File: config.mk
export PLATFORM = sky130hd
export DESIGN_NAME = gf2mm_ram
export DESIGN_NICKNAME = d
export VERILOG_FILES = /design/src/hdl/gf2_matrix_multiply_assert.svh /design/src/hdl/gf2mm_ram.sv
export SDC_FILE = /design/constraint.sdc
export NUM_CORES = 2
export LEC_CHECK = 0
export BUFFER_PORTS_ARGS = -buffer_cell sky130_fd_sc_hd__buf_2
export CORE_MARGIN = 3
export CORE_UTILIZATION = 55
export DETAILED_ROUTE_END_ITERATION = 8
export PLACE_DENSITY = 0.7
export SYNTH_ARGS = -nofsm -noshare
export SYNTH_HDL_FRONTEND = slang
export SYNTH_SLANG_ARGS = --single-unit
File: constraint.sdc
create_clock -name aclk -period 16.72 [get_ports aclk]
set_clock_uncertainty 0.05 [all_clocks]
set_input_delay 3.344 -clock aclk [delete_from_list [all_inputs] [get_ports aclk]]
set_output_delay 3.344 -clock aclk [all_outputs]
set_load 0.05 [all_outputs]
File: src/hdl/gf2_matrix_multiply_assert.svh
// assertion macros for the gf2 matrix multiplier
// used by gf2_matrix_multiply.sv; expects aclk and aresetn in scope
`ifndef GF2_MATRIX_MULTIPLY_ASSERT_SVH
`define GF2_MATRIX_MULTIPLY_ASSERT_SVH

// consequent checked in the same cycle
`define GF2MM_ASSERT_SAME(lbl, ante, cons, msg) \
    lbl: assert property (@(posedge aclk) disable iff (!aresetn) (ante) |-> (cons)) \
        else $error(msg);

// consequent checked in the cycle after the antecedent
`define GF2MM_ASSERT_NEXT(lbl, ante, cons, msg) \
    lbl: assert property (@(posedge aclk) disable iff (!aresetn) (ante) |=> (cons)) \
        else $error(msg);

`endif

File: src/hdl/gf2mm_ram.sv
// generic single write port, single read port ram with registered read
// no dependencies
`default_nettype none

module gf2mm_ram #(
    parameter int WIDTH  = 64,
    parameter int DEPTH  = 64,
    parameter int ADDR_W = 6
) (
    input  wire logic              aclk,
    input  wire logic              wr_en,
    input  wire logic [ADDR_W-1:0] wr_addr,
    input  wire logic [WIDTH-1:0]  wr_data,
    input  wire logic              rd_en,
    input  wire logic [ADDR_W-1:0] rd_addr,
    output      logic [WIDTH-1:0]  rd_data
);

    logic [WIDTH-1:0] mem_reg [DEPTH];
    logic [WIDTH-1:0] rd_data_reg;

    always_ff @(posedge aclk) begin
        if (wr_en) begin
            mem_reg[wr_addr] <= wr_data;
        end
        if (rd_en) begin
            rd_data_reg <= mem_reg[rd_addr];
        end
    end

    assign rd_data = rd_data_reg;

endmodule

`default_nettype wire

==> results_dict.tcl <==
set metrics [dict create \
    status "completed" \
    dr.pass1.iters 6 \
    wl_per_cell_um 37.6 \
    synthArstFlopShare 0 \
    synth_area_leaders "edfxtp_1 (80%), mux4_2 (15%), mux2i_1 (0.86%), a22oi_1 (0.80%), buf_2 (0.54%)" \
    num_rows 195 \
    syn_nets 6677 \
    syn_avg_cell_area_um2 23.8 \
    nets 7056 \
    ant_nets 0 \
    synth_top_area_frac 0.796 \
    worstMarginPinSlew_ns 1.32 \
    coreArea_um2 283000 \
    post-route-period-util 0.435 \
    cts.sink_count 4160 \
    syn_area_um2 157000 \
    report.final.slew_viol_count 0 \
    post-cts-setup-buffers 0 \
    setup_viol 0 \
    syn_to_final_growth_pct 11.9 \
    grt_max_degree 134 \
    largest_reg_flops 4096 \
    cts_made_buffers 407 \
    wl_mm 415 \
    synthTopCellsByCount "edfxtp_1 (4,160), mux4_2 (1,024), buf_2 (170), a22oi_1 (168), clkbuf_1 (140)" \
    slowest_delay_ns 0.85 \
    initial_core_util 0.555 \
    powerDensity_nw_per_um2 123 \
    cts-root-buf "clkbuf_16" \
    leakagePower_uw 0.0546 \
    crit_chain "buf_8 > buf_4 > buf_4 > buf_4 > or2_2 > o22ai_1 > o22ai_1 > and3_1" \
    setup_ws_ns 9.44 \
    criticalPathCategory "in2reg" \
    syn-instance-count 6598 \
    relSlewSlack 0.118 \
    viasPerCell 6.87 \
    antenna_found_initial 32 \
    synth-warning-count 0 \
    grt_pass1_wl_mm 588 \
    gr-usage-all-layers 0.286 \
    ys_ff_latch 4160 \
    place.gp.congestion 0.788 \
    clk_pin_slew_ns 0.06 \
    grt_overflow 0 \
    ios 143 \
    synth.distinct_cells 32 \
    die_y_um 540 \
    ys_seq_area_frac 0.796 \
    hold_buffers 0 \
    rsz0062_at_grt "false" \
    die_x_um 540 \
    cp_max_fo 76 \
    worstPathRequired_ns 17.45 \
    die_area_um2 292000 \
    clock_latency_ns 0.94 \
    cts_tree "done" \
    start_kind "primary input" \
    period_needed_ns 7.28 \
    io_buffers 142 \
    fin_tns_setup_ns 0 \
    clockBufferDepth 4 \
    synth_edf_count 4160 \
    dp_hpwl_mm 214 \
    ir_worst_vdd_uv 100 \
    slowest_stage "buf_4" \
    grt_pass1_vias 76021 \
    drt-initial-drc-count 10944 \
    crit_top_cell "buf_4" \
    cp-end-kind "flip-flop" \
    drive_gt1_frac 0.277 \
    cp.arrival_ns 8.01 \
    hold_viol 0 \
    synthFlopType "edfxtp_1" \
    synth_top_area_cell "edfxtp_1" \
    dp_slack_ns 8.52 \
    ctsResizeCount 0 \
    h-tree-depth 5 \
    hp-class "reg2reg" \
    total_power_uw 21500 \
    maxCapViolations 0 \
    yosysMostFrequentCell "edfxtp_1" \
    fmax_mhz 137 \
    vias 76025 \
    drc 0 \
]
==> placed cells by master, fill, tap and decap left out, types with 13 or more instances in the layout <==
master,instances
buf_2,138
nor2b_1,24
nand2_1,55
a22oi_1,168
o22ai_1,83
a22o_1,88
clkbuf_16,414
clkinv_1,106
a31oi_1,18
nor2_1,47
mux4_2,1024
or2_2,28
nand3_1,45
mux2i_1,135
clkbuf_1,80
and3_1,64
bufinv_16,36
nor2_4,65
o221ai_1,38
buf_4,191
or3_1,29
edfxtp_1,4160
a2bb2oi_1,19
a211oi_1,63
clkinv_2,71
diode_2,13
a41oi_1,26
inv_1,19
==> metrics by stage <==
step | hold WS [ns] | area [µm²] | instances | utilization
5_1_grt | 0.898 | 176000 | 11055 | 0.621
4_1_cts | 0.857 | 176000 | 11047 | 0.621
3_3_place_gp | 0.843 | 163000 | 10311 | 0.575
2_1_floorplan | 0.815 | 157000 | 6598 | -
3_5_place_dp | 0.843 | 163000 | 10311 | 0.575
6_report | 0.860 | 176000 | 11060 | 0.621
==> logic make-up after synthesis <==
logic type | synth area share
and+or+nand+nor | 0.0123
buffers and inverters | 0.0118
AOI/OAI and AO/OA | 0.0247
DFF | 0.796
muxes | 0.156
==> final cells by class <==
cell class                 count  area (µm²)
tap                         3743        4680
timing repair buffer         340        2330
fill                       18586      107000
multi-input combinational   2049       30800
clock inverter               242        2260
antenna                       13        32.5
inverter                      19        71.3
sequential                  4160      125000
clock buffer                 494       10700
==> per-layer routing <==
metal,vias up,GRT usage,share of wire,routed length (µm)
met1,40872,0.407,0.36,151000
met5,-,0,0.00033,139
met3,806,0.0569,0.11,46700
met2,5009,0.452,0.49,202000
li1,29318,-,-,-
met4,20,0.0959,0.037,15400
==> worst max-delay path, delay by kind of cell <==
family	cells	cell delay, ns
buffers and inverters	4	2.85
AND/OR/NAND/NOR	2	0.88
AO/OA/AOI/OAI	2	0.55
==> final timing paths <==
path | from | slack (ns) | cells past startpoint | to
max reg2reg | mem_reg[55][31] | 14.41 | 5 | rd_data[31]
max | rd_addr[1] | 9.44 | 8 | rd_data[48]
min reg2reg | mem_reg[54][63] | 0.86 | 4 | rd_data[63]
min | mem_reg[54][63] | 0.86 | 4 | rd_data[63]
==> report_power, final <==
| group | internal, µW | leakage (µW) | switching [µW] |
|---|---|---|---|
| Sequential | 11600 | 0.0375 | 40.6 |
| Clock | 5090 | 0.00632 | 3840 |
| Combinational | 346 | 0.0108 | 647 |
| Total | 17000 | 0.0546 | 4520 |
Note: power is estimated with default switching activity, not from simulation.
